### src/design/b64d_pkg.sv
package b64d_pkg;

  localparam int unsigned QueueDepth = 4;
  localparam int unsigned QueuePtrW = $clog2(QueueDepth);

  localparam logic [7:0] PadChar = 8'h3D;

  typedef logic [5:0] sextet_t;
  typedef logic [1:0] byte_count_t;

  typedef struct packed {
    logic [2:0][7:0] data;
    byte_count_t count;
    logic last;
  } group_t;

  function automatic sextet_t sextet_of(input logic [7:0] c);
    sextet_t v;
    v = 6'd0;
    if (c >= 8'h41 && c <= 8'h5A) begin
      v = 6'(c - 8'h41);
    end else if (c >= 8'h61 && c <= 8'h7A) begin
      v = 6'(c - 8'h61 + 8'd26);
    end else if (c >= 8'h30 && c <= 8'h39) begin
      v = 6'(c - 8'h30 + 8'd52);
    end else if (c == 8'h2B || c == 8'h2D || c == 8'h2E) begin
      v = 6'd62;
    end else if (c == 8'h2C || c == 8'h2F || c == 8'h5F) begin
      v = 6'd63;
    end
    return v;
  endfunction

endpackage

### src/design/b64d_char_if.sv
interface b64d_char_if;
  logic       valid;
  logic       ready;
  logic [7:0] char_code;
  logic       last_char;

  modport source(output valid, char_code, last_char, input ready);
  modport sink(input valid, char_code, last_char, output ready);
endinterface

### src/design/b64d_byte_if.sv
interface b64d_byte_if;
  logic       valid;
  logic       ready;
  logic [7:0] data_byte;
  logic       last_byte;

  modport source(output valid, data_byte, last_byte, input ready);
  modport sink(input valid, data_byte, last_byte, output ready);
endinterface

### src/design/b64d_front.sv
module b64d_front (
  input  logic               clk,
  input  logic               rst,
  b64d_char_if.sink          enc,
  output logic               push_valid,
  input  logic               push_ready,
  output b64d_pkg::group_t   push_rec
);

  logic [1:0]          group_position;
  logic [17:0]         sextet_accumulator;
  logic                third_was_pad;
  logic [1:0]          group_position_next;
  logic [17:0]         sextet_accumulator_next;
  logic                third_was_pad_next;
  b64d_pkg::sextet_t   v;
  logic                is_pad;
  logic [23:0]         n;
  logic                take;
  logic                emit;

  assign enc.ready = push_ready;
  assign take = enc.valid && push_ready;
  assign v = b64d_pkg::sextet_of(enc.char_code);
  assign is_pad = (enc.char_code == b64d_pkg::PadChar);
  assign n = {sextet_accumulator, v};
  assign push_valid = take && emit;

  // group decode
  always_comb begin
    emit = 1'b0;
    push_rec.data = '0;
    push_rec.count = 2'd1;
    push_rec.last = enc.last_char;
    group_position_next = 2'd0;
    sextet_accumulator_next = '0;
    third_was_pad_next = 1'b0;
    if (!enc.last_char) begin
      if (group_position != 2'd3) begin
        group_position_next = group_position + 2'd1;
        sextet_accumulator_next = n[17:0];
        third_was_pad_next = (group_position == 2'd2) ? is_pad : third_was_pad;
      end else begin
        emit = 1'b1;
        push_rec.data = {n[7:0], n[15:8], n[23:16]};
        push_rec.count = 2'd3;
      end
    end else begin
      emit = 1'b1;
      unique case (group_position)
        2'd0: begin
          push_rec.data[0] = {v, 2'b00};
        end
        2'd1: begin
          push_rec.data[0] = n[11:4];
        end
        2'd2: begin
          if (is_pad) begin
            push_rec.data[0] = sextet_accumulator[11:4];
          end else begin
            push_rec.data[0] = n[17:10];
            push_rec.data[1] = n[9:2];
            push_rec.count = 2'd2;
          end
        end
        default: begin
          push_rec.data = {n[7:0], n[15:8], n[23:16]};
          if (!is_pad) begin
            push_rec.count = 2'd3;
          end else if (third_was_pad) begin
            push_rec.count = 2'd1;
          end else begin
            push_rec.count = 2'd2;
          end
        end
      endcase
    end
  end

  always_ff @(posedge clk) begin
    if (rst) begin
      group_position <= 2'd0;
      sextet_accumulator <= '0;
      third_was_pad <= 1'b0;
    end else if (take) begin
      group_position <= group_position_next;
      sextet_accumulator <= sextet_accumulator_next;
      third_was_pad <= third_was_pad_next;
    end
  end

endmodule

### src/design/b64d_queue.sv
module b64d_queue (
  input  logic               clk,
  input  logic               rst,
  input  logic               push_valid,
  output logic               push_ready,
  input  b64d_pkg::group_t   push_rec,
  output logic               pop_valid,
  input  logic               pop_ready,
  output b64d_pkg::group_t   pop_rec
);

  b64d_pkg::group_t                    entries [b64d_pkg::QueueDepth];
  logic [b64d_pkg::QueuePtrW-1:0]      wr_ptr;
  logic [b64d_pkg::QueuePtrW-1:0]      rd_ptr;
  logic [b64d_pkg::QueuePtrW:0]        fill;
  logic                                do_push;
  logic                                do_pop;

  assign push_ready = (fill != (b64d_pkg::QueuePtrW + 1)'(b64d_pkg::QueueDepth));
  assign pop_valid = (fill != '0);
  assign pop_rec = entries[rd_ptr];
  assign do_push = push_valid && push_ready;
  assign do_pop = pop_valid && pop_ready;

  always_ff @(posedge clk) begin
    if (do_push) begin
      entries[wr_ptr] <= push_rec;
    end
  end

  always_ff @(posedge clk) begin
    if (rst) begin
      wr_ptr <= '0;
      rd_ptr <= '0;
      fill <= '0;
    end else begin
      if (do_push) begin
        wr_ptr <= wr_ptr + 1'b1;
      end
      if (do_pop) begin
        rd_ptr <= rd_ptr + 1'b1;
      end
      if (do_push && !do_pop) begin
        fill <= fill + 1'b1;
      end else if (do_pop && !do_push) begin
        fill <= fill - 1'b1;
      end
    end
  end

endmodule

### src/design/b64d_back.sv
module b64d_back (
  input  logic               clk,
  input  logic               rst,
  input  logic               pop_valid,
  output logic               pop_ready,
  input  b64d_pkg::group_t   pop_rec,
  b64d_byte_if.source        dec
);

  logic [1:0] byte_idx;
  logic       final_byte;
  logic       xfer;

  assign final_byte = (byte_idx == pop_rec.count - 2'd1);
  assign dec.valid = pop_valid;
  assign dec.last_byte = pop_rec.last && final_byte;
  assign xfer = dec.valid && dec.ready;
  assign pop_ready = dec.ready && final_byte;

  always_comb begin
    unique case (byte_idx)
      2'd0:    dec.data_byte = pop_rec.data[0];
      2'd1:    dec.data_byte = pop_rec.data[1];
      default: dec.data_byte = pop_rec.data[2];
    endcase
  end

  // byte position inside the head group
  always_ff @(posedge clk) begin
    if (rst) begin
      byte_idx <= 2'd0;
    end else if (xfer) begin
      byte_idx <= final_byte ? 2'd0 : byte_idx + 2'd1;
    end
  end

endmodule

### src/design/base64_stream_decoder.sv
// a group enters the registered queue when the character that closes it is taken; its bytes follow earlier groups
// throughput: one character per cycle in while the queue has room, one byte per cycle out while dec.ready is high
// a group's bytes leave one after another from a four-group queue, as dec.ready allows
// synchronous reset empties the queue and clears the group position, sextets, pad flag and byte index
module base64_stream_decoder (
  input  logic         clk,
  input  logic         rst,
  b64d_char_if.sink    enc,
  b64d_byte_if.source  dec
);

  logic               push_valid;
  logic               push_ready;
  b64d_pkg::group_t   push_rec;
  logic               pop_valid;
  logic               pop_ready;
  b64d_pkg::group_t   pop_rec;

  b64d_front u_front (
    .clk        (clk),
    .rst        (rst),
    .enc        (enc),
    .push_valid (push_valid),
    .push_ready (push_ready),
    .push_rec   (push_rec)
  );

  b64d_queue u_queue (
    .clk        (clk),
    .rst        (rst),
    .push_valid (push_valid),
    .push_ready (push_ready),
    .push_rec   (push_rec),
    .pop_valid  (pop_valid),
    .pop_ready  (pop_ready),
    .pop_rec    (pop_rec)
  );

  b64d_back u_back (
    .clk       (clk),
    .rst       (rst),
    .pop_valid (pop_valid),
    .pop_ready (pop_ready),
    .pop_rec   (pop_rec),
    .dec       (dec)
  );

endmodule
### src/flat_wrapper.sv
// flat-port wrapper written by rule: the top's interface ports become plain ports
module base64_stream_decoder_flat 
  (clk, rst, enc_valid, enc_char_code, enc_last_char, enc_ready, dec_valid, dec_data_byte, dec_last_byte, dec_ready);
  b64d_char_if enc_i ();
  b64d_byte_if dec_i ();
  input  logic clk;
  input  logic rst;
  input wire logic [$bits(enc_i.valid)-1:0] enc_valid;
  input wire logic [$bits(enc_i.char_code)-1:0] enc_char_code;
  input wire logic [$bits(enc_i.last_char)-1:0] enc_last_char;
  output wire logic [$bits(enc_i.ready)-1:0] enc_ready;
  output wire logic [$bits(dec_i.valid)-1:0] dec_valid;
  output wire logic [$bits(dec_i.data_byte)-1:0] dec_data_byte;
  output wire logic [$bits(dec_i.last_byte)-1:0] dec_last_byte;
  input wire logic [$bits(dec_i.ready)-1:0] dec_ready;
  assign enc_i.valid = enc_valid;
  assign enc_i.char_code = enc_char_code;
  assign enc_i.last_char = enc_last_char;
  assign enc_ready = enc_i.ready;
  assign dec_valid = dec_i.valid;
  assign dec_data_byte = dec_i.data_byte;
  assign dec_last_byte = dec_i.last_byte;
  assign dec_i.ready = dec_ready;
  base64_stream_decoder u_core (.clk(clk), .rst(rst), .enc(enc_i), .dec(dec_i));
endmodule
### config.mk
export PLATFORM = sky130hd
export DESIGN_NAME = base64_stream_decoder_flat
export DESIGN_NICKNAME = d
export VERILOG_FILES = /design/src/design/b64d_pkg.sv /design/src/design/b64d_char_if.sv /design/src/design/b64d_byte_if.sv /design/src/design/b64d_front.sv /design/src/design/b64d_queue.sv /design/src/design/b64d_back.sv /design/src/design/base64_stream_decoder.sv /design/src/flat_wrapper.sv
export SDC_FILE = /design/constraint.sdc
export NUM_CORES = 1
export LEC_CHECK = 0
export ABC_AREA = 0
export BUFFER_PORTS_ARGS = -buffer_cell sky130_fd_sc_hd__buf_2
export CAP_MARGIN = 20
export CORE_MARGIN = 8
export CORE_UTILIZATION = 40
export DETAILED_ROUTE_END_ITERATION = 10
export SYNTH_ARGS = -nofsm -noshare
export SYNTH_HDL_FRONTEND = slang
export SYNTH_HIERARCHICAL = 1
export SYNTH_SLANG_ARGS = --single-unit
export TNS_END_PERCENT = 20
### constraint.sdc
create_clock -name clk -period 3.5 [get_ports clk]
set_input_delay 0.35 -clock clk [delete_from_list [all_inputs] [get_ports clk]]
set_output_delay 0.35 -clock clk [all_outputs]
set_load 0.05 [all_outputs]
Word-level counts from Yosys, hierarchy flattened
Memory sizes are Yosys's and may differ from the RTL's. A register that Yosys moved wholly into a read port is not among the register bits.
Index checks and enable logic that the tools add are counted.
Widths: inputs -> output; s select.
{ "word_totals": {"regBits": 30, "ram_bits": 108, "inputBits": 13, "output_inout_bits": 11, "elab_cells": 97, "memories": 1} }
{ "op_classes": {"n_addsub": 12, "n_lt_le_gt_ge": 6, "n_eq_ne": 14, "n_mux": 32, "n_reduce_logical": 25} }
{ "mem_list": {"columns": ["name", "words", "word_bits", "read_ports", "rd_ports_with_merged_regs", "wr", "line_no", "text"], "rows": [
  ["u_core.u_queue.entries", 4, 27, 1, 1, 1, "b64d_queue.sv:12", "b64d_pkg::group_t entries [b64d_pkg::QueueDepth];"]
]} }
{ "ops": {"columns": ["cell", "count"], "rows": [
  ["$mux 26", 2],
  ["$eq 8x6->1 const B", 6],
  ["$mux 18", 2],
  ["$pmux 8 s2", 2],
  ["$mux 6", 5],
  ["$pmux 8 s3", 1],
  ["$ge 8x7->1 const B", 2],
  ["$le 8x7->1 const B", 2],
  ["$mux 2", 8],
  ["$mux 8", 2],
  ["$logic_and 1x1->1", 12],
  ["$sub 6x6->6 const B", 2],
  ["$add 2x1->2 const B", 4],
  ["$eq 8x7->1 const B", 1],
  ["$ge 8x6->1 const B", 1],
  ["$le 8x6->1 const B", 1],
  ["$mux 1", 7],
  ["$add 6x5->6 const B", 1],
  ["$add 6x6->6 const B", 1],
  ["$mux 3", 2],
  ["$sub 6x1->6 const B", 1],
  ["$eq 2x1->1 const B", 2],
  ["$logic_not 2->1", 2],
  ["$logic_or 1x1->1", 4],
  ["other kinds (15)", 16]
]} }

Logic depth before layout (Yosys ltp)
{ "depth": {"word_depth": 11, "depth_mapped": 13, "ltp_nobuf": 11} }

Modules after synthesis
Netlist, hierarchy kept.
{ "by_module_without_submodules": {"columns": ["module", "n_inst", "cells_per_inst", "area_each_um2", "seq_area_each_um2"], "rows": [
  ["b64d_queue", 1, 189, 4409.2, 3423.3],
  ["b64d_front", 1, 240, 1876.8, 420.4],
  ["b64d_back", 1, 47, 311.5, 40.0]
]} }

Worst setup path after synthesis
No wires, ideal clock.
{ "synth_path": {"path_kind": "reg2reg", "from": "register with a tool-made name", "to": "register u_core/u_queue/fill[2] (netlist bit)", "setup_ns": 0.070, "t_arrival_ns": 2.905, "required_ns": 3.430, "slack_ns": 0.525, "path_stages_with_launch": 14, "n_path_buf": 2, "period_less_slack_ns": 2.975, "cell_sequence": "dfxtp_1 > buf_6 > buf_12 > mux4_2 > xnor2_2 > mux2i_1 > and2_1 > o31ai_1 > ha_1 > inv_1 > fa_1 > xor2_1 > or3_1 > a21oi_1"} }
{ "synth_rtl": {"columns": ["item", "line_no", "text"], "rows": [
  ["end signal, assigned", "b64d_queue.sv:44", "fill <= fill + 1'b1;"],
  ["end signal, assigned", "b64d_queue.sv:46", "fill <= fill - 1'b1;"],
  ["end, declared", "b64d_queue.sv:15", "logic [b64d_pkg::QueuePtrW:0] fill;"]
]} }

==> metrics.txt <==
status=finished, final reports clean; gp weighted congestion=0.856; most frequent cells in the layout=edfxtp_1 (108), nand2_1 (37), nor2_1 (34); grt total ovfl=0; port bufs=23; worst path bufs/invs=1; mean routed wirelength per cell=18.9 um; Num CTS Buffers=17; worst path required time=3840 ps; post-synth cell types=68; Top Ports=24; Die ar.=0.0209 mm^2; power share of the clock group=37.6%; crit share post-route=81.9%; sequential area share after synthesis=58.9%; Synth async-reset ratio=0%; VDD IR max=0.434 mV; Initial DRT Pass Iterations=5; largest net degree at the start of global routing=36; worst hold slack=291 ps; cell internal pwr=3390 uW; max incr delay on CP=530 ps; f_max=349 MHz; Chip Height=144 um; Net Count, Synth=511; Slew headroom=47.5%; RSZ-0062 raised after global routing=no; clk_skew=7.52 ps; max-cap violations=0; leading cell type in the layout, fill and taps excluded=edfxtp_1; antenna viol nets, final=0; Pins Over Slew Limit=0; Fin. Hold Viols=0; sequential share of power=40.2%; Worst Path Arrival=3200 ps; initial antenna violation count=0; Ys Warns=6; core area=0.0163 mm^2; Vias=4,045; cell family with most CP delay=multiplexers; Post-CTS Resized=0; Via density=5.50; Logic pwr share=22.1%; area grow syn2layout=14.1%; Die W=144 um; Clk Latency, worst-skew pair=410 ps; Synth Area per Inst=13.9 um^2; switch share=30.3%; Starting Density=40.4%; setup TNS=0 ps; ys flop type=edfxtp_1; Longest Clk Path Bufs=2; Antenna diodes=0; final wirelength=13,900 um; NumNets Final=538; HP Class=in -> reg; Synth Register Bits=140; share of cells above drive strength 1=19.8%; Post-CTS Setup Bufs=0; Pleak=0.00262 uW; DRC=0; Initial DRC Count=351; Clock Pin Slew Worst Setup and Hold Paths=60 ps; Setup CP Type=reg -> reg; worst-path fanout max=3; min Tclk post-route=2870 ps; Syn Std Cell Area=0.00660 mm^2; Syn Inst Count=476; Tot GR Track Use=14.1%; synth top area cells=edfxtp_1 (49%), dfxtp_1 (9.7%), mux4_2 (6.8%); Worst Setup End Kind=flop; Yosys top cell by area=edfxtp_1; CTS tree=yes; hpwl dp=9030 um; CTS root buf=clkbuf_16; vias in the first global route=4,045; Post-CTS Hold Buffers=0; Sink Count=140; crit start category=flop; final setup vio count=0; crit-path cells=mux4_2 -> xnor2_2 -> mux2i_1 -> and2_1 -> o31ai_1 -> ha_1 -> inv_1 -> fa_1 -> xor2_1 -> or3_1 -> a21oi_1; Post-synth EDFFs=108; Rows=47; sw power=1470 uW; Slowest-stage cell, CP=mux4_2; PwrDens=647 mW/mm^2; worst-margin pin slew=781 ps; H-tree depth=4; first-pass GRT wire length=22,100 um; share of Yosys cell area claimed by the top area cell type=49.2%
logic make-up (layout without fill, tap and decap cells):
family                   count (synthesis)  after routing  synth area share (%)
multiplexers                            32             32                  10.4
XOR/XNOR                                11             11                  1.57
AO/OA/AOI/OAI                           92             92                  11.0
AND/OR/NAND/NOR                        134            134                  10.4
adder cells (fa/ha/maj)                 22             22                  4.29
flip-flops                             140            140                  58.9
buffers and inverters                   45             85                  3.43
cells in the mapped netlist, drive strengths merged (3+ instances only):
library cell and n:
ha 21, buf 14, nand4 4, xor2 6, a22o 4, a32oi 3, or3 4, o21ai 10
clkbuf 12, nor2 34, and2 8, nand3b 4, nand2b 6, edfxtp 108, dfxtp 32, nor3 9
a22oi 20, and3 3, a21boi 3, nand3 13, xnor2 5, a221oi 10, nand2 37, o31ai 4
mux4 27, mux2i 3, a21oi 18, inv 19
layer usage:
metal  global-route usage (%)  up-vias  wire length, um
met3                     3.00       15              583
met4                     5.15        0              207
met5                        0        -                0
met1                     17.8     2020             6350
li1                         -     1902                -
met2                     23.2      108             6750
power by group through the flow:
stage | clock, uW | sequential, uW | combinational, uW
global route | 1940 | 1970 | 1170
floorplan | 0 | 1970 | 876
global placement | 0 | 1990 | 1080
CTS | 1870 | 1960 | 1100
detailed placement | 0 | 1990 | 1090
finish | 1830 | 1960 | 1080
area by class of cell:
cell class,count,area [um^2]
clock buffers,17,425
clock inverters,15,188
fillers,1498,8820
inverters,19,71.3
multi-input cells,291,2490
flip-flops and latches,140,3880
well taps,220,275
repair buffers,34,198
stage by stage:
step | worst slack (ps) | utilization (%) | instance area [um^2] | total power (uW) | instances
2_1_floorplan | 525 | - | 6600 | 2850 | 476
3_3_place_gp | 689 | 42.3 | 6920 | 3060 | 704
3_5_place_dp | 553 | 42.3 | 6920 | 3080 | 704
4_1_cts | 612 | 46.1 | 7530 | 4920 | 736
5_1_grt | 435 | 46.1 | 7530 | 5080 | 736
6_report | 634 | 46.1 | 7530 | 4870 | 736
sequential cells by signal, summed over array words and instances (netlist names), named ones only:
signal / flops
u_core/u_front/group_position: 2
u_core/u_back/byte_idx: 2
u_core/u_queue/wr_ptr: 2
u_core/u_queue/rd_ptr: 2
u_core/u_front/sextet_accumulator: 18
u_core/u_queue/entries: 108
u_core/u_queue/fill: 3
u_core/u_front/third_was_pad: 1
worst min-delay path: cells and delay by family:
family / cells / cell delay [ps]
buf+inv: 1 / 100
simple gates: 1 / 130
compound gates: 1 / 70
final timing paths:
path,slack (ps),to,cells past startpoint,startpoint
setup / recovery,630,u_core/u_queue/fill[2]$_SDFFE_PP0P_,11,flop
hold / removal,290,u_core/u_back/byte_idx[1]$_SDFFE_PP0P_,3,dec_ready
setup reg to reg,630,u_core/u_queue/fill[2]$_SDFFE_PP0P_,11,flop
hold reg to reg,510,u_core/u_front/third_was_pad$_SDFFE_PP0P_,2,u_core/u_front/third_was_pad$_SDFFE_PP0P_
No activity file was read; power rests on OpenSTA's default activity.
